File: src/hw/rtl/fbl_pkg.sv
// shared types, codes and tables of the bit-file loader
package fbl_pkg;

    // input word as it arrives on the push side
    typedef struct packed {
        logic [1:0] op;
        logic [7:0] file_byte;
        logic       init_pin;
        logic       done_pin;
    } t_in_word;

    // result word as it leaves on the pop side
    typedef struct packed {
        logic        accepted;
        logic        serial_valid;
        logic [7:0]  serial_byte;
        logic        prog_level;
        logic [3:0]  status;
        logic [31:0] expected_size;
        logic [31:0] bytes_sent;
    } t_out_word;

    // raw op codes on the input
    localparam logic [1:0] OP_BYTE = 2'd0;
    localparam logic [1:0] OP_EOF  = 2'd1;
    localparam logic [1:0] OP_TICK = 2'd2;

    // classified command kind handed from front to back
    typedef enum logic [1:0] {
        CMD_BYTE,
        CMD_EOF,
        CMD_TICK,
        CMD_NOP
    } t_cmd_kind;

    typedef struct packed {
        t_cmd_kind  kind;
        logic [7:0] data;
        logic       init_hi;
        logic       done_hi;
    } t_cmd;

    // loader phases
    typedef enum logic [3:0] {
        PH_MAGIC,
        PH_KEY,
        PH_LEN_HI,
        PH_LEN_LO,
        PH_SKIP,
        PH_FINAL_KEY,
        PH_SIZE,
        PH_AWAIT_LOW,
        PH_AWAIT_HIGH,
        PH_SETTLE,
        PH_STREAM,
        PH_DUMMY,
        PH_OK,
        PH_BAD,
        PH_TRUNC,
        PH_INITFAIL
    } t_phase;

    // status codes reported in each result word
    localparam logic [3:0] ST_HEADER     = 4'd0;
    localparam logic [3:0] ST_AWAIT_LOW  = 4'd1;
    localparam logic [3:0] ST_AWAIT_HIGH = 4'd2;
    localparam logic [3:0] ST_STREAM     = 4'd3;
    localparam logic [3:0] ST_DUMMY      = 4'd4;
    localparam logic [3:0] ST_OK         = 4'd5;
    localparam logic [3:0] ST_BAD        = 4'd6;
    localparam logic [3:0] ST_TRUNC      = 4'd7;
    localparam logic [3:0] ST_INITFAIL   = 4'd8;

    localparam logic [3:0] MAGIC_LEN     = 4'd13;
    localparam logic [7:0] DUMMY_BYTE    = 8'hFF;
    localparam logic [7:0] SETTLE_RESET  = 8'd5;
    localparam logic [3:0] SIZE_BYTES    = 4'd4;

    // fixed bit-file header bytes
    function automatic logic [7:0] magic_byte(input logic [3:0] idx);
        logic [7:0] b;
        unique case (idx)
            4'd0:    b = 8'h00;
            4'd1:    b = 8'h09;
            4'd2:    b = 8'h0F;
            4'd3:    b = 8'hF0;
            4'd4:    b = 8'h0F;
            4'd5:    b = 8'hF0;
            4'd6:    b = 8'h0F;
            4'd7:    b = 8'hF0;
            4'd8:    b = 8'h0F;
            4'd9:    b = 8'hF0;
            4'd10:   b = 8'h00;
            4'd11:   b = 8'h00;
            4'd12:   b = 8'h01;
            default: b = 8'h00;
        endcase
        return b;
    endfunction

    // status code seen from outside for each phase
    function automatic logic [3:0] status_of(input t_phase ph);
        logic [3:0] s;
        unique case (ph)
            PH_AWAIT_LOW:              s = ST_AWAIT_LOW;
            PH_AWAIT_HIGH, PH_SETTLE:  s = ST_AWAIT_HIGH;
            PH_STREAM:                 s = ST_STREAM;
            PH_DUMMY:                  s = ST_DUMMY;
            PH_OK:                     s = ST_OK;
            PH_BAD:                    s = ST_BAD;
            PH_TRUNC:                  s = ST_TRUNC;
            PH_INITFAIL:               s = ST_INITFAIL;
            default:                   s = ST_HEADER;
        endcase
        return s;
    endfunction

endpackage

File: src/hw/rtl/fbl_fifo.sv
// small register queue used between the loader stages
module fbl_fifo #(
    parameter int WIDTH = 8,
    parameter int DEPTH = 2
) (
    input  logic             i_clk,
    input  logic             i_rst_n,
    input  logic             i_push,
    input  logic [WIDTH-1:0] i_wdata,
    output logic             o_full,
    input  logic             i_pop,
    output logic [WIDTH-1:0] o_rdata,
    output logic             o_empty
);

    localparam int PTR_W = (DEPTH > 1) ? $clog2(DEPTH) : 1;
    localparam int CNT_W = $clog2(DEPTH + 1);
    localparam logic [PTR_W-1:0] PTR_LAST = PTR_W'(DEPTH - 1);
    localparam logic [CNT_W-1:0] CNT_FULL = CNT_W'(DEPTH);

    logic [WIDTH-1:0] r_mem [DEPTH];
    logic [PTR_W-1:0] r_wr_ptr, n_wr_ptr;
    logic [PTR_W-1:0] r_rd_ptr, n_rd_ptr;
    logic [CNT_W-1:0] r_count, n_count;
    logic             do_push, do_pop;

    assign o_full  = (r_count == CNT_FULL);
    assign o_empty = (r_count == '0);
    assign do_push = i_push && !o_full;
    assign do_pop  = i_pop && !o_empty;
    assign o_rdata = r_mem[r_rd_ptr];

    // pointer and fill count update
    always_comb begin
        n_wr_ptr = r_wr_ptr;
        n_rd_ptr = r_rd_ptr;
        n_count  = r_count;
        if (do_push) begin
            n_wr_ptr = (r_wr_ptr == PTR_LAST) ? '0 : r_wr_ptr + 1'b1;
        end
        if (do_pop) begin
            n_rd_ptr = (r_rd_ptr == PTR_LAST) ? '0 : r_rd_ptr + 1'b1;
        end
        if (do_push && !do_pop) begin
            n_count = r_count + 1'b1;
        end else if (do_pop && !do_push) begin
            n_count = r_count - 1'b1;
        end
    end

    always_ff @(posedge i_clk) begin
        if (!i_rst_n) begin
            r_wr_ptr <= '0;
            r_rd_ptr <= '0;
            r_count  <= '0;
        end else begin
            r_wr_ptr <= n_wr_ptr;
            r_rd_ptr <= n_rd_ptr;
            r_count  <= n_count;
        end
    end

    // storage, no reset needed
    always_ff @(posedge i_clk) begin
        if (do_push) begin
            r_mem[r_wr_ptr] <= i_wdata;
        end
    end

endmodule

File: src/hw/rtl/fbl_front.sv
// front stage: takes input words and turns them into loader commands
module fbl_front (
    input  logic              i_push,
    input  fbl_pkg::t_in_word i_word,
    input  logic              i_cmd_full,
    output logic              o_full,
    output logic              o_cmd_push,
    output fbl_pkg::t_cmd     o_cmd
);

    assign o_full     = i_cmd_full;
    assign o_cmd_push = i_push;

    // classify the op code, unused code becomes a no-op
    always_comb begin
        unique case (i_word.op)
            fbl_pkg::OP_BYTE: o_cmd.kind = fbl_pkg::CMD_BYTE;
            fbl_pkg::OP_EOF:  o_cmd.kind = fbl_pkg::CMD_EOF;
            fbl_pkg::OP_TICK: o_cmd.kind = fbl_pkg::CMD_TICK;
            default:          o_cmd.kind = fbl_pkg::CMD_NOP;
        endcase
        o_cmd.data    = i_word.file_byte;
        o_cmd.init_hi = i_word.init_pin;
        o_cmd.done_hi = i_word.done_pin;
    end

endmodule

File: src/hw/rtl/fbl_engine.sv
// back stage: header parser, PROG/INIT sequencer and stream forwarder
module fbl_engine #(
    parameter int HEADER_CHUNKS = 4
) (
    input  logic               i_clk,
    input  logic               i_rst_n,
    input  logic               i_cfg_we,
    input  logic [7:0]         i_cfg_wdata,
    input  logic               i_cmd_valid,
    input  fbl_pkg::t_cmd      i_cmd,
    output logic               o_cmd_pop,
    input  logic               i_res_full,
    output logic               o_res_push,
    output fbl_pkg::t_out_word o_res
);

    localparam logic [2:0] CHUNKS_LAST = 3'(HEADER_CHUNKS);

    fbl_pkg::t_phase r_phase, n_phase;
    logic [3:0]  r_byte_idx, n_byte_idx;
    logic [2:0]  r_chunk, n_chunk;
    logic [15:0] r_skip, n_skip;
    logic [31:0] r_size, n_size;
    logic [31:0] r_sent, n_sent;
    logic [7:0]  r_settle, n_settle;
    logic        r_prog, n_prog;
    logic [7:0]  r_settle_ticks;
    logic        go;
    logic        accepted, svalid;
    logic [7:0]  sbyte;
    logic [2:0]  chunk_inc;
    logic [3:0]  idx_inc;
    logic [15:0] skip_full;
    logic [15:0] skip_dec;
    logic [7:0]  settle_dec;

    assign go         = i_cmd_valid && !i_res_full;
    assign o_cmd_pop  = go;
    assign o_res_push = go;

    assign chunk_inc  = r_chunk + 3'd1;
    assign idx_inc    = r_byte_idx + 4'd1;
    assign skip_full  = {r_skip[15:8], i_cmd.data};
    assign skip_dec   = r_skip - 16'd1;
    assign settle_dec = (r_settle != 8'd0) ? r_settle - 8'd1 : r_settle;

    // next state and result word for the command at the queue head
    always_comb begin
        n_phase    = r_phase;
        n_byte_idx = r_byte_idx;
        n_chunk    = r_chunk;
        n_skip     = r_skip;
        n_size     = r_size;
        n_sent     = r_sent;
        n_settle   = r_settle;
        n_prog     = r_prog;
        accepted   = 1'b0;
        svalid     = 1'b0;
        sbyte      = 8'h00;

        unique case (i_cmd.kind)
            fbl_pkg::CMD_BYTE: begin
                if (r_phase <= fbl_pkg::PH_SIZE) begin
                    accepted = 1'b1;
                    unique case (r_phase)
                        fbl_pkg::PH_MAGIC: begin
                            if (r_byte_idx >= fbl_pkg::MAGIC_LEN ||
                                i_cmd.data != fbl_pkg::magic_byte(r_byte_idx)) begin
                                n_phase = fbl_pkg::PH_BAD;
                            end else if (idx_inc == fbl_pkg::MAGIC_LEN) begin
                                n_byte_idx = 4'd0;
                                n_chunk    = 3'd0;
                                n_phase    = fbl_pkg::PH_KEY;
                            end else begin
                                n_byte_idx = idx_inc;
                            end
                        end
                        fbl_pkg::PH_KEY: begin
                            n_phase = fbl_pkg::PH_LEN_HI;
                        end
                        fbl_pkg::PH_LEN_HI: begin
                            n_skip  = {i_cmd.data, 8'h00};
                            n_phase = fbl_pkg::PH_LEN_LO;
                        end
                        fbl_pkg::PH_LEN_LO: begin
                            n_skip = skip_full;
                            if (skip_full == 16'd0) begin
                                n_chunk = chunk_inc;
                                n_phase = (chunk_inc >= CHUNKS_LAST) ?
                                          fbl_pkg::PH_FINAL_KEY : fbl_pkg::PH_KEY;
                            end else begin
                                n_phase = fbl_pkg::PH_SKIP;
                            end
                        end
                        fbl_pkg::PH_SKIP: begin
                            n_skip = skip_dec;
                            if (skip_dec == 16'd0) begin
                                n_chunk = chunk_inc;
                                n_phase = (chunk_inc >= CHUNKS_LAST) ?
                                          fbl_pkg::PH_FINAL_KEY : fbl_pkg::PH_KEY;
                            end
                        end
                        fbl_pkg::PH_FINAL_KEY: begin
                            n_size     = 32'd0;
                            n_byte_idx = 4'd0;
                            n_phase    = fbl_pkg::PH_SIZE;
                        end
                        default: begin
                            // size capture, big-endian
                            n_size = {r_size[23:0], i_cmd.data};
                            if (idx_inc >= fbl_pkg::SIZE_BYTES) begin
                                n_byte_idx = 4'd0;
                                n_prog     = 1'b0;
                                n_phase    = fbl_pkg::PH_AWAIT_LOW;
                            end else begin
                                n_byte_idx = idx_inc;
                            end
                        end
                    endcase
                end else if (r_phase == fbl_pkg::PH_STREAM) begin
                    if (!i_cmd.init_hi) begin
                        n_phase = fbl_pkg::PH_INITFAIL;
                    end else begin
                        accepted = 1'b1;
                        svalid   = 1'b1;
                        sbyte    = i_cmd.data;
                        if (r_sent != 32'hFFFF_FFFF) begin
                            n_sent = r_sent + 32'd1;
                        end
                    end
                end
            end
            fbl_pkg::CMD_EOF: begin
                if (r_phase <= fbl_pkg::PH_SIZE) begin
                    accepted = 1'b1;
                    n_phase  = fbl_pkg::PH_TRUNC;
                end else if (r_phase == fbl_pkg::PH_STREAM) begin
                    accepted = 1'b1;
                    n_phase  = fbl_pkg::PH_DUMMY;
                end
            end
            fbl_pkg::CMD_TICK: begin
                unique case (r_phase)
                    fbl_pkg::PH_AWAIT_LOW: begin
                        if (!i_cmd.init_hi) begin
                            n_prog  = 1'b1;
                            n_phase = fbl_pkg::PH_AWAIT_HIGH;
                        end
                    end
                    fbl_pkg::PH_AWAIT_HIGH: begin
                        if (i_cmd.init_hi) begin
                            if (r_settle_ticks == 8'd0) begin
                                n_phase = fbl_pkg::PH_STREAM;
                            end else begin
                                n_settle = r_settle_ticks;
                                n_phase  = fbl_pkg::PH_SETTLE;
                            end
                        end
                    end
                    fbl_pkg::PH_SETTLE: begin
                        n_settle = settle_dec;
                        if (settle_dec == 8'd0) begin
                            n_phase = fbl_pkg::PH_STREAM;
                        end
                    end
                    fbl_pkg::PH_DUMMY: begin
                        // done wins over an INIT drop
                        if (i_cmd.done_hi) begin
                            n_phase = fbl_pkg::PH_OK;
                        end else if (!i_cmd.init_hi) begin
                            n_phase = fbl_pkg::PH_INITFAIL;
                        end else begin
                            svalid = 1'b1;
                            sbyte  = fbl_pkg::DUMMY_BYTE;
                        end
                    end
                    default: begin
                    end
                endcase
            end
            default: begin
            end
        endcase

        o_res.accepted      = accepted;
        o_res.serial_valid  = svalid;
        o_res.serial_byte   = sbyte;
        o_res.prog_level    = n_prog;
        o_res.status        = fbl_pkg::status_of(n_phase);
        o_res.expected_size = n_size;
        o_res.bytes_sent    = n_sent;
    end

    // loader state
    always_ff @(posedge i_clk) begin
        if (!i_rst_n) begin
            r_phase    <= fbl_pkg::PH_MAGIC;
            r_byte_idx <= 4'd0;
            r_chunk    <= 3'd0;
            r_skip     <= 16'd0;
            r_size     <= 32'd0;
            r_sent     <= 32'd0;
            r_settle   <= 8'd0;
            r_prog     <= 1'b1;
        end else if (go) begin
            r_phase    <= n_phase;
            r_byte_idx <= n_byte_idx;
            r_chunk    <= n_chunk;
            r_skip     <= n_skip;
            r_size     <= n_size;
            r_sent     <= n_sent;
            r_settle   <= n_settle;
            r_prog     <= n_prog;
        end
    end

    // settle tick register
    always_ff @(posedge i_clk) begin
        if (!i_rst_n) begin
            r_settle_ticks <= fbl_pkg::SETTLE_RESET;
        end else if (i_cfg_we) begin
            r_settle_ticks <= i_cfg_wdata;
        end
    end

endmodule

File: src/hw/rtl/fpga_bitstream_loader.sv
// top level of the slave serial bit-file loader
//
//  channel  | handshake          | word
//  ---------+--------------------+----------------------------------------------
//  input    | push / full        | i_data  (op, file_byte, init_pin, done_pin)
//  result   | empty / pop        | o_data  (accepted .. bytes_sent)
//  config   | i_cfg_we           | i_cfg_wdata (settle_ticks)
//
// one word per cycle sustained while results are popped; a result goes from the
// command queue through the engine into the result queue, from which it can be
// popped; the engine waits while the result queue is full.
// reset is synchronous, active low, and empties both queues.
// with pop held low the result queue fills, then the command queue, then full
// rises; the parser advances whenever the result queue has room.
module fpga_bitstream_loader #(
    parameter int HEADER_CHUNKS = 4,
    parameter int QUEUE_DEPTH   = 2
) (
    input  logic               i_clk,
    input  logic               i_rst_n,
    input  logic               push,
    output logic               full,
    input  fbl_pkg::t_in_word  i_data,
    output logic               empty,
    input  logic               pop,
    output fbl_pkg::t_out_word o_data,
    input  logic               i_cfg_we,
    input  logic [7:0]         i_cfg_wdata
);

    localparam int CMD_W = $bits(fbl_pkg::t_cmd);
    localparam int RES_W = $bits(fbl_pkg::t_out_word);

    logic               cmd_push, cmd_full, cmd_empty, cmd_pop;
    fbl_pkg::t_cmd      cmd_in, cmd_out;
    logic [CMD_W-1:0]   cmd_rdata;
    logic               res_push, res_full;
    fbl_pkg::t_out_word res_in;
    logic [RES_W-1:0]   res_rdata;

    // front: classify
    fbl_front u_front (
        .i_push     (push),
        .i_word     (i_data),
        .i_cmd_full (cmd_full),
        .o_full     (full),
        .o_cmd_push (cmd_push),
        .o_cmd      (cmd_in)
    );

    // command queue between front and back
    fbl_fifo #(
        .WIDTH (CMD_W),
        .DEPTH (QUEUE_DEPTH)
    ) u_cmd_q (
        .i_clk   (i_clk),
        .i_rst_n (i_rst_n),
        .i_push  (cmd_push),
        .i_wdata (cmd_in),
        .o_full  (cmd_full),
        .i_pop   (cmd_pop),
        .o_rdata (cmd_rdata),
        .o_empty (cmd_empty)
    );

    assign cmd_out = fbl_pkg::t_cmd'(cmd_rdata);

    // back: loader engine
    fbl_engine #(
        .HEADER_CHUNKS (HEADER_CHUNKS)
    ) u_engine (
        .i_clk       (i_clk),
        .i_rst_n     (i_rst_n),
        .i_cfg_we    (i_cfg_we),
        .i_cfg_wdata (i_cfg_wdata),
        .i_cmd_valid (!cmd_empty),
        .i_cmd       (cmd_out),
        .o_cmd_pop   (cmd_pop),
        .i_res_full  (res_full),
        .o_res_push  (res_push),
        .o_res       (res_in)
    );

    // result queue toward the consumer
    fbl_fifo #(
        .WIDTH (RES_W),
        .DEPTH (QUEUE_DEPTH)
    ) u_res_q (
        .i_clk   (i_clk),
        .i_rst_n (i_rst_n),
        .i_push  (res_push),
        .i_wdata (res_in),
        .o_full  (res_full),
        .i_pop   (pop),
        .o_rdata (res_rdata),
        .o_empty (empty)
    );

    assign o_data = fbl_pkg::t_out_word'(res_rdata);

endmodule
File: config.mk
export PLATFORM = sky130hd
export DESIGN_NAME = fpga_bitstream_loader
export DESIGN_NICKNAME = d
export VERILOG_FILES = /design/src/hw/rtl/fbl_pkg.sv /design/src/hw/rtl/fbl_fifo.sv /design/src/hw/rtl/fbl_front.sv /design/src/hw/rtl/fbl_engine.sv /design/src/hw/rtl/fpga_bitstream_loader.sv
export SDC_FILE = /design/constraint.sdc
export NUM_CORES = 1
export LEC_CHECK = 0
export ABC_CLOCK_PERIOD_IN_PS = 15600
export BUFFER_PORTS_ARGS = -buffer_cell sky130_fd_sc_hd__buf_2
export CORE_ASPECT_RATIO = 1.2
export CORE_MARGIN = 2
export CORE_UTILIZATION = 50
export DETAILED_ROUTE_END_ITERATION = 10
export PLACE_DENSITY = 0.73
export SYNTH_ARGS = -nofsm -noshare
export SYNTH_HDL_FRONTEND = slang
export SYNTH_SLANG_ARGS = --single-unit
File: constraint.sdc
create_clock -name i_clk -period 15.6 [get_ports i_clk]
set_input_delay 0.78 -clock i_clk [delete_from_list [all_inputs] [get_ports i_clk]]
set_output_delay 0.78 -clock i_clk [all_outputs]
set_load 0.02 [all_outputs]
==> results.ini, run 1 <==
[synthesis]
synthAdderAreaFrac_pct = 1.55
syn-instance-count = 1310
synth_fp_nets = 1353
yosys.area.top_type = edfxtp_1
synth_area_per_cell_um2 = 11.1
synth_top_family_by_area = simple AND/OR/NAND/NOR gates
yosys.area.top_type_share_pct = 37.7
syn-cell-area_um2 = 14500
async_flop_share_pct = 0
synth_seq_cells = 304
synthMuxAreaShare_pct = 8.19
ys_types = 84
ys_seq_area_share_pct = 54.5
yosysMostFrequentCell = edfxtp_1
synth_edf_count = 182
synthTopCellsByCount = edfxtp_1, nand2_1, dfxtp_1
ys.flop_type = edfxtp_1
synth_compound_area_share_pct = 12.4
yosys_warnings = 0
netlist_top_cells_area = edfxtp_1, dfxtp_1, mux2_2
synthSimpleGateAreaFrac_pct = 16.3
synth_xor_xnor_area_share_pct = 4.23

[grt]
grt_first_pass_wirelength_um = 50200
grt_usage_pct = 19.9
grt_overflow = 0
grt_pass1_vias = 10000
grt_max_degree = 129
antenna_found_initial = 0

[run_status]
status = completed

[setup_path]
critPathKind = register to register
required_ns = 16.05
cp_max_fo = 22
cp_data_arrival_time_ns = 4.22
cpPeakStageDelay_ns = 0.97
r2r_slack_ns = 11.83
endpoint_kind = register
critical_path.cell_chain = mux2i_1, nor2_1, nand3_2, nor4_2, nand2b_1, nor3_1, xor2_1, and2_1
worstSetupStartpointType = register
crit_slowest_cell = dfxtp_1

[sta]
finalHoldWorstSlack_ns = 0.412
fmaxAchievable_mhz = 265
min_period_over_period_pct = 24.2
tightest_slew_ns = 1.13
setup-violations-final = 0
finalMaxSlewViolations = 0
finalSetupTns_ns = 0
rsz0062_at_grt = false
fin_skew_ns = 0.0114
period_minus_slack_ns = 3.77
relSlewSlack_pct = 24.6
hold_violations = 0

[detailed_routing]
drtPass1Iterations = 5
vias = 10200
via_per_inst = 5.70
detail_route.wl_per_cell_um = 17.3
totalWireLength_um = 30800
drc = 0
drt_iter0_markers = 739
antenna_left = 0

[placed_design]
port_buffers = 105
place_hpwl_um = 20100
gp_congestion = 0.936
dpl-instance-area_um2 = 15300

[cts]
ctsRootBufferMaster = clkbuf_16
cts.path.max_buffers = 3
clk_pin_slew_ns = 0.06
cts-hold-fix-buffers = 0
numCtsBuffers = 29
htree_levels = 1
cts_tree = built
cts_setup_buffers = 0
clock_latency_ns = 0.56
cts_resized = 0
numClockSinks = 304

[pwr]
p_total_uw = 2940
ir_worst_vdd_mv = 0.107
power_density_nw_per_um2 = 180
p_leak_uw = 0.00597

[floorplan]
die_area_um2 = 30400
io_pins = 106
die_x_um = 159
die_h_um = 191
rows = 68
coreArea_um2 = 28700
initial_core_util_pct = 50.6

[min_path]
hold_path_class = input pin to register

[run]
maxCapViolCount = 0

[finish]
fin_area_um2 = 16300
n_antenna_cell = 0
drive_above_1_share_pct = 19.8
final_util_pct = 56.9
areaGrowthSynthToFinish_pct = 12.5
nets = 1420

-- layer usage --
layer  track usage, %  vias to the layer above  part of all wire, %
met1             25.7                     4947                   44
met4             5.17                        0                  1.9
met3             2.52                       39                  4.5
met5                0                        -                    0
li1                 -                     4914                    -
met2             35.3                      266                   50
-- state kept, by name, indices dropped and copies added (netlist names), named ones only --
name / flops
u_engine.r_settle: 8
u_engine.r_skip: 16
u_engine.r_settle_ticks: 8
u_cmd_q.r_mem: 24
u_res_q.r_count: 2
u_cmd_q.r_count: 2
u_res_q.r_rd_ptr: 1
u_engine.r_chunk: 3
u_res_q.r_wr_ptr: 1
u_engine.r_size: 32
u_engine.r_byte_idx: 4
u_res_q.r_mem: 158
u_cmd_q.r_rd_ptr: 1
u_engine.r_phase: 4
u_cmd_q.r_wr_ptr: 1
u_engine.r_sent: 32
u_engine.r_prog: 1
-- per-stage QoR --
| stage | setup slack (ns) | instances |
|---|---|---|
| 6_report | 11.83 | 1785 |
| 4_1_cts | 11.79 | 1785 |
| 5_1_grt | 11.40 | 1785 |
| 3_3_place_gp | 11.97 | 1731 |
| 2_1_floorplan | 10.59 | 1310 |
| 3_5_place_dp | 11.83 | 1731 |
-- cell usage in the layout, fill, tap and decap left out, types with 18 or more instances in the layout --
cell type,netlist,final
edfxtp_1,182,182
nand2_1,141,141
dfxtp_1,122,121
buf_2,7,105
mux2_2,85,85
nor2_1,84,83
o21ai_0,66,66
a21boi_0,41,41
and2_1,42,41
xnor2_1,40,40
nand3_1,34,34
a21oi_1,30,30
xor2_1,30,30
clkbuf_16,0,29
inv_1,25,24
a22o_1,24,24
nor3_1,22,22
nor2b_1,22,22
or3_1,20,20
mux2i_1,19,19
ha_1,18,18
-- cells by family (layout without fill, tap and decap cells) --
| group | count (synthesis) | after routing |
|---|---|---|
| compound gates | 251 | 251 |
| xor+xnor | 70 | 70 |
| fa+ha+maj | 18 | 18 |
| buf+inv | 102 | 192 |
| flops | 304 | 304 |
| mux | 107 | 107 |
| simple gates | 458 | 458 |
-- area by class of cell --
cell class              count  area (um^2)
flip-flops and latches    304         7910
repair buffers            112          578
fillers                  2415        12300
well taps                 385          482
clock inverters            21          299
inverters                  26         97.6
multi-input cells         904         6220
clock buffers              33          741
-- final timing paths --
check                                                 startpoint                                to  cells past startpoint
worst min register to register  u_engine.r_chunk[1]$_SDFFE_PN0P_  u_engine.r_chunk[1]$_SDFFE_PN0P_                      2
worst max-delay path                                    register  u_engine.r_sent[26]$_SDFFE_PN0P_                      8
worst max register to register                          register  u_engine.r_sent[26]$_SDFFE_PN0P_                      8
worst min-delay path                                   i_data[2]     u_cmd_q.r_mem[0][2]$_DFFE_PP_                      1
-- critical path: cells and delay by family (launching register included) --
kind	cells	cell delay [ns]
and+or+nand+nor	6	2.20
DFF	1	0.97
muxes	1	0.41
xor gates and xnor gates	1	0.09
-- where the power goes --
part	internal [uW]	switching [uW]	total, uW	leakage, uW
logic	358	632	990	0.00275
registers	1070	114	1190	0.00271
clock network	459	303	762	0.000503
Power figures use the tool's default switching activity.
==> inputs of run 2 (changes only) <==
ABC_CLOCK_PERIOD_IN_PS = 3290   (was 15600)
PLACE_DENSITY = 0.76   (was 0.73)
clock period = 3.29 ns   (was 15.6 ns; I/O delays follow)
==> results.ini, run 2 (synthesis gave the netlist of run 1 again) <==
[finish]
top_regs = u_res_q.r_mem: 158 flops, u_engine.r_sent: 32 flops, u_engine.r_size: 32 flops
multi_input_area_um2 = 6260  ; +0.62%
regArea_um2 = 7910  ; about the same
nFillCells = 2334  ; -3.4%
nets = 1481  ; +4.3%
largest_reg_flops = 158  ; unchanged
layout_commonest_cell = edfxtp_1
final_cell_mix = edfxtp_1, nand2_1, dfxtp_1, buf_2, mux2_2
top_register = u_res_q.r_mem
n_antenna_cell = 0  ; unchanged
drive_above_1_share_pct = 22.1  ; +2.3 points
areaGrowthSynthToFinish_pct = 15.7

[run]
maxCapViolCount = 0  ; unchanged

[grt]
grt_pass1_vias = 10100  ; +0.24%
grt_max_degree = 74  ; -43%
antenna_found_initial = 0  ; unchanged
grt_usage_pct = 19.8  ; -0.091 points
grt_overflow = 0  ; unchanged
grt_first_pass_wirelength_um = 50000  ; -0.56%

[setup_path]
crit_slowest_cell = or4b_4
endpoint_kind = register
r2r-end = u_res_q.r_mem[0][66]$_DFFE_PP_
crit_buf_inv = 2  ; +2
r2r-start = u_engine.r_settle[0]$_SDFFE_PN0P_
crit_family = simple AND/OR/NAND/NOR gates
cpPeakStageDelay_ns = 0.51  ; -0.46 ns
critPathKind = register to register
cp_data_arrival_time_ns = 3.56  ; -0.66 ns
critical_path.cell_chain = inv_2, ha_1, or4b_4, nor4_4, a22oi_2, o311a_1, a21o_1, a22oi_2, inv_1, ha_1, or2_2, a21oi_2
required_ns = 3.69  ; -12.36 ns
cp_max_fo = 4  ; -82%
r2r_slack_ns = 0.13  ; -11.70 ns
r2r_cells = 12  ; +4
worstSetupStartpointType = register

[pwr]
swShare_pct = 36.2  ; +0.49 points
seqPwrFrac_pct = 40.0  ; -0.4 points
power_density_nw_per_um2 = 822  ; +360%
p_leak_uw = 0.00622  ; +4.2%
p_clk_share_pct = 23.2  ; -2.7 points
ir_worst_vdd_mv = 0.515  ; +380%
comb_power_share_pct = 36.7  ; +3.0 points
switching_power_uw = 5000  ; +380%
p_int_uw = 8810  ; +370%

[floorplan]
die_area_um2 = 30400  ; unchanged
coreArea_um2 = 28700  ; unchanged
io_pins = 106  ; unchanged
die_h_um = 191  ; unchanged
die_x_um = 159  ; unchanged
initial_core_util_pct = 50.6  ; unchanged
rows = 68  ; unchanged

[detailed_routing]
totalWireLength_um = 31000  ; +0.47%
vias = 10400  ; +2.3%
drtPass1Iterations = 7  ; +2
antenna_left = 0  ; unchanged
via_per_inst = 5.64  ; -0.99%
drc = 0  ; unchanged
detail_route.wl_per_cell_um = 16.8  ; -2.8%
drt_iter0_markers = 625  ; -15%

[cts]
cts.path.max_buffers = 3  ; unchanged
cts_tree = built
htree_levels = 1  ; unchanged
numCtsBuffers = 29  ; unchanged
numClockSinks = 304  ; unchanged
ctsRootBufferMaster = clkbuf_16
clk_pin_slew_ns = 0.06  ; about the same
clock_latency_ns = 0.55  ; about the same

[sta]
fmaxAchievable_mhz = 317  ; +19%
finalSetupTns_ns = 0  ; unchanged
hold_violations = 0  ; unchanged
finalHoldWorstSlack_ns = 0.0186  ; -0.394 ns
period_minus_slack_ns = 3.16  ; -0.612 ns
setup-violations-final = 0  ; unchanged
finalMaxSlewViolations = 0  ; unchanged
relSlewSlack_pct = 52.1  ; +28 points
tightest_slew_ns = 0.718  ; -0.413 ns
min_period_over_period_pct = 96.0  ; +72 points
fin_skew_ns = 0.0179  ; +0.00647 ns

[min_path]
min_from = i_cfg_we
hold-path-endpoint = u_engine.r_settle_ticks[0]$_SDFFE_PN1P_
hold_path_class = input pin to register
hold_depth = 3  ; +2

[placed_design]
port_buffers = 105  ; unchanged
gp_congestion = 0.953  ; +1.8%
place_hpwl_um = 20500  ; +1.9%

[run_status]
status = completed

==> run 2: cell types whose count changed in the layout (fill, tap and decap cells not counted), sizes merged <==
cell         previous run  this run
inv                    26        27
clkbuf                 33        39
buf                   112       153
dlygate4sd3             0        20
bufinv                  7         1
clkinvlp                2         0
==> run 2: timing repair <==
item	in CTS	in global routing
endpoints found under the setup margin	2	11
endpoints found under the hold margin	32	0
gates resized for setup	1	11
hold buffers	20	0
pin swaps	0	5
setup buffers	0	3
==> run 2: worst register-to-register path: stages, from the launching register on <==
cell,delay [ns]
dfxtp_1,0.34
inv_2,0.08
ha_1,0.16
or4b_4,0.51
nor4_4,0.30
a22oi_2,0.14
o311a_1,0.31
a21o_1,0.20
a22oi_2,0.24
inv_1,0.10
ha_1,0.21
or2_2,0.30
a21oi_2,0.15
==> run 2: cell type report <==
class,count,share of cell area (%)
Sequential cell,304,47.1
Multi-Input combinational cell,904,37.3
Timing Repair Buffer,173,6.69
Clock buffer,39,4.80
Tap cell,385,2.87
Clock inverter,14,0.671
Inverter,26,0.581
==> run 2: worst max path at each step <==
| stage | endpoint | slack [ns] | startpoint | depth (start not counted) |
|---|---|---|---|---|
| 5_1_grt | u_res_q.r_mem[0][66]$_DFFE_PP_ | -0.05 | u_engine.r_settle[0]$_SDFFE_PN0P_ | 12 |
| 4_1_cts | register | 0.04 | register | 11 |
| 6_report | u_res_q.r_mem[0][66]$_DFFE_PP_ | 0.13 | u_engine.r_settle[0]$_SDFFE_PN0P_ | 12 |
| 2_1_floorplan | u_res_q.r_mem[0][64]$_DFFE_PP_ | 0.05 | u_engine.r_settle[0]$_SDFFE_PN0P_ | 13 |
| 3_3_place_gp | u_res_q.r_mem[0][64]$_DFFE_PP_ | 0.08 | u_engine.r_settle[0]$_SDFFE_PN0P_ | 12 |
| 3_5_place_dp | u_res_q.r_mem[1][64]$_DFFE_PP_ | 0.01 | u_engine.r_settle[0]$_SDFFE_PN0P_ | 12 |
==> run 2: through the flow <==
step | std cells | setup slack, ns | power (uW) | cell area, um^2 | utilization [%]
final | 1845 | 0.132 | 13800 | 16800 | 58.6
after detailed placement | 1769 | 0.0138 | 10600 | 15600 | 54.4
after global placement | 1769 | 0.0791 | 10500 | 15600 | 54.4
after CTS | 1842 | 0.0402 | 13900 | 16700 | 58.4
after global routing | 1845 | -0.0479 | 14500 | 16800 | 58.6
after floorplan | 1310 | 0.0472 | 8930 | 14500 | -
==> run 2: routing by layer <==
metal / GRT usage (%) / wire length, um / vias up
met3: 2.26 / 1190 / 58
li1: - / - / 5045
met2: 35.1 / 15500 / 259
met5: 0 / 0 / -
met1: 25.3 / 13500 / 5042
met4: 6.40 / 813 / 0
==> run 2: power groups by stage <==
stage	clock network [uW]	logic [uW]	registers (uW)
CTS	3280	5050	5530
detailed placement	0	4990	5600
floorplan	0	3580	5350
finish	3210	5070	5520
global route	3410	5480	5630
global placement	0	4960	5560
==> inputs of run 3 (changes only) <==
CELL_PAD_IN_SITES_DETAIL_PLACEMENT = 1   (was not set)
CELL_PAD_IN_SITES_GLOBAL_PLACEMENT = 2   (was not set)
CORE_MARGIN = 4   (was 2)
CORE_UTILIZATION = 37   (was 50)
MAX_ROUTING_LAYER = met4   (was not set)
PLACE_DENSITY = 0.82   (was 0.76)
==> results.ini, run 3 (synthesis gave the netlist of run 1 again) <==
[run_status]
status = completed

[pwr]
p_clk_share_pct = 25.1  ; +1.9 points
power_density_nw_per_um2 = 836  ; +1.7%
swShare_pct = 36.7  ; +0.50 points
p_total_uw = 14400  ; +4.1%
p_int_uw = 9100  ; +3.3%
ir_worst_vdd_mv = 0.414  ; -20%
p_leak_uw = 0.00632  ; +1.5%
comb_power_share_pct = 36.4  ; -0.3 points
seqPwrFrac_pct = 38.5  ; -1.5 points
switching_power_uw = 5270  ; +5.5%

[floorplan]
coreArea_um2 = 38700  ; +35%
io_pins = 106  ; unchanged
initial_core_util_pct = 37.4  ; -13 points
die_area_um2 = 42500  ; +40%
die_x_um = 189  ; +18%
rows = 79  ; +16%
die_h_um = 225  ; +18%

[sta]
finalMaxSlewViolations = 0  ; unchanged
fin_ws_ns = 0.190  ; +0.0573 ns
hold_violations = 0  ; unchanged
relSlewSlack_pct = 53.8  ; +1.7 points
fin_skew_ns = 0.0198  ; +0.00193 ns
fmaxAchievable_mhz = 323  ; +1.8%
finalSetupTns_ns = 0  ; unchanged
min_period_over_period_pct = 94.2  ; -1.7 points
rsz0062_at_grt = false
period_minus_slack_ns = 3.10  ; -0.0573 ns
tightest_slew_ns = 0.684  ; -0.0340 ns
setup-violations-final = 0  ; unchanged

[setup_path]
required_ns = 3.65  ; -0.04 ns
endpoint_kind = register
cp_data_arrival_time_ns = 3.46  ; -0.10 ns
cp_max_fo = 4  ; unchanged
worstSetupStartpointType = register
r2r_cells = 12  ; unchanged
critPathKind = register to register

[finish]
n_antenna_cell = 0  ; unchanged
final_cell_mix = edfxtp_1, nand2_1, dfxtp_1, buf_2, mux2_2
fin_area_um2 = 17200  ; +2.3%
layout.cells.non_filler = 2001  ; +8.5%
nets = 1492  ; +0.74%
drive_above_1_share_pct = 22.8  ; +0.79 points
largest_reg_flops = 158  ; unchanged
top_regs = u_res_q.r_mem: 158 flops, u_engine.r_sent: 32 flops, u_engine.r_size: 32 flops
top_register = u_res_q.r_mem
areaGrowthSynthToFinish_pct = 18.4
layout_commonest_cell = edfxtp_1

[detailed_routing]
vias = 10500  ; +0.77%
antenna_left = 0  ; unchanged
via_per_inst = 5.24  ; -7.1%
drtPass1Iterations = 5  ; -2
drc = 0  ; unchanged
drt_iter0_markers = 517  ; -17%
detail_route.wl_per_cell_um = 18.2  ; +8.1%
totalWireLength_um = 36300  ; +17%

[cts]
ctsRootBufferMaster = clkbuf_16
clock_latency_ns = 0.53  ; -0.02 ns
numClockSinks = 304  ; unchanged
numCtsBuffers = 34  ; +17%
cts_tree = built
cts.path.max_buffers = 3  ; unchanged
clk_pin_slew_ns = 0.06  ; about the same
htree_levels = 2  ; +1

[grt]
grt_pass1_vias = 11000  ; +9.6%
grt_first_pass_wirelength_um = 58900  ; +18%
grt_overflow = 0  ; unchanged
grt_max_degree = 66  ; -11%
grt_usage_pct = 17.3  ; -2.4 points
antenna_found_initial = 0  ; unchanged

[placed_design]
place_inst = 1916  ; +8.3%
place_ws_ns = 0.108  ; +0.0942 ns
place_hpwl_um = 24900  ; +21%
port_buffers = 105  ; unchanged
gp_congestion = 0.882  ; -7.4%
dpl-instance-area_um2 = 15900  ; +1.6%

[min_path]
hold_path_class = input pin to register
hold_depth = 3  ; unchanged

[run]
maxCapViolCount = 0  ; unchanged

run 3: changes by cell type in the layout (fill, tap and decap cells not counted), moves of 2 or more:
cell       before  now
clkbuf_8        0    2
clkbuf_16      31   34
clkinv_1        6    4
buf_12          3    5
buf_4          45   48
clkbuf_1        8   10
run 3: path summary, 6_finish.rpt:
kind	start	to	slack, ns
worst max-delay path	u_engine.r_settle[0]$_SDFFE_PN0P_	u_res_q.r_mem[0][66]$_DFFE_PP_	0.19
worst min-delay path	i_cfg_we	u_engine.r_settle_ticks[2]$_SDFFE_PN1P_	0.06
worst max register to register	u_engine.r_settle[0]$_SDFFE_PN0P_	u_res_q.r_mem[0][66]$_DFFE_PP_	0.19
worst min register to register	u_engine.r_size[31]$_SDFFE_PN0P_	u_engine.r_size[31]$_SDFFE_PN0P_	0.47
run 3: area by class of cell:
class                   count  area [um^2]
multi-input cells         904         6270
clock buffers              46          916
fillers                  4249        21600
repair buffers            179         1200
inverters                  26         97.6
flip-flops and latches    304         7910
clock inverters            16          134
well taps                 526          658
run 3: metal layers:
metal,up-vias,global-route usage [%],part of all wire [%],routed length [um]
met5,-,-,0,0
met4,0,4.80,2.1,764
met3,52,2.45,3.2,1160
met2,154,30.3,51,18500
met1,5221,21.2,44,15900
li1,5057,-,-,-
run 3: per-stage QoR:
step                      utilization [%]  hold slack [ns]
after global routing                 44.3           0.0781
after global placement               40.9            0.354
final                                44.3           0.0583
after CTS                            44.2           0.0344
after detailed placement             40.9            0.360
after floorplan                         -            0.263
run 3: power groups by stage:
stage / logic [uW] / clock network, uW / registers, uW
finish: 5230 / 3600 / 5540
global route: 5720 / 3890 / 5630
CTS: 5270 / 3730 / 5550
detailed placement: 5210 / 0 / 5620
global placement: 5150 / 0 / 5560
floorplan: 3580 / 0 / 5350
run 3: timing repair:
| item | CTS | global route |
|---|---|---|
| buffers inserted | 0 | 2 |
| setup endpoints to repair | 0 | 10 |
| hold buffers | 21 | 0 |
| gates resized for setup | 0 | 13 |
| hold endpoints to repair | 36 | 0 |
run 3: worst max-delay path: stages, from the launching register on:
cell and delay, ns:
dfxtp_1 0.34, inv_2 0.08, ha_1 0.16, or4b_4 0.50
nor4_4 0.27, a22oi_2 0.13, o311a_1 0.33, a21o_1 0.21
a22oi_2 0.19, inv_1 0.09, ha_1 0.20, or2_2 0.30
a21oi_2 0.14
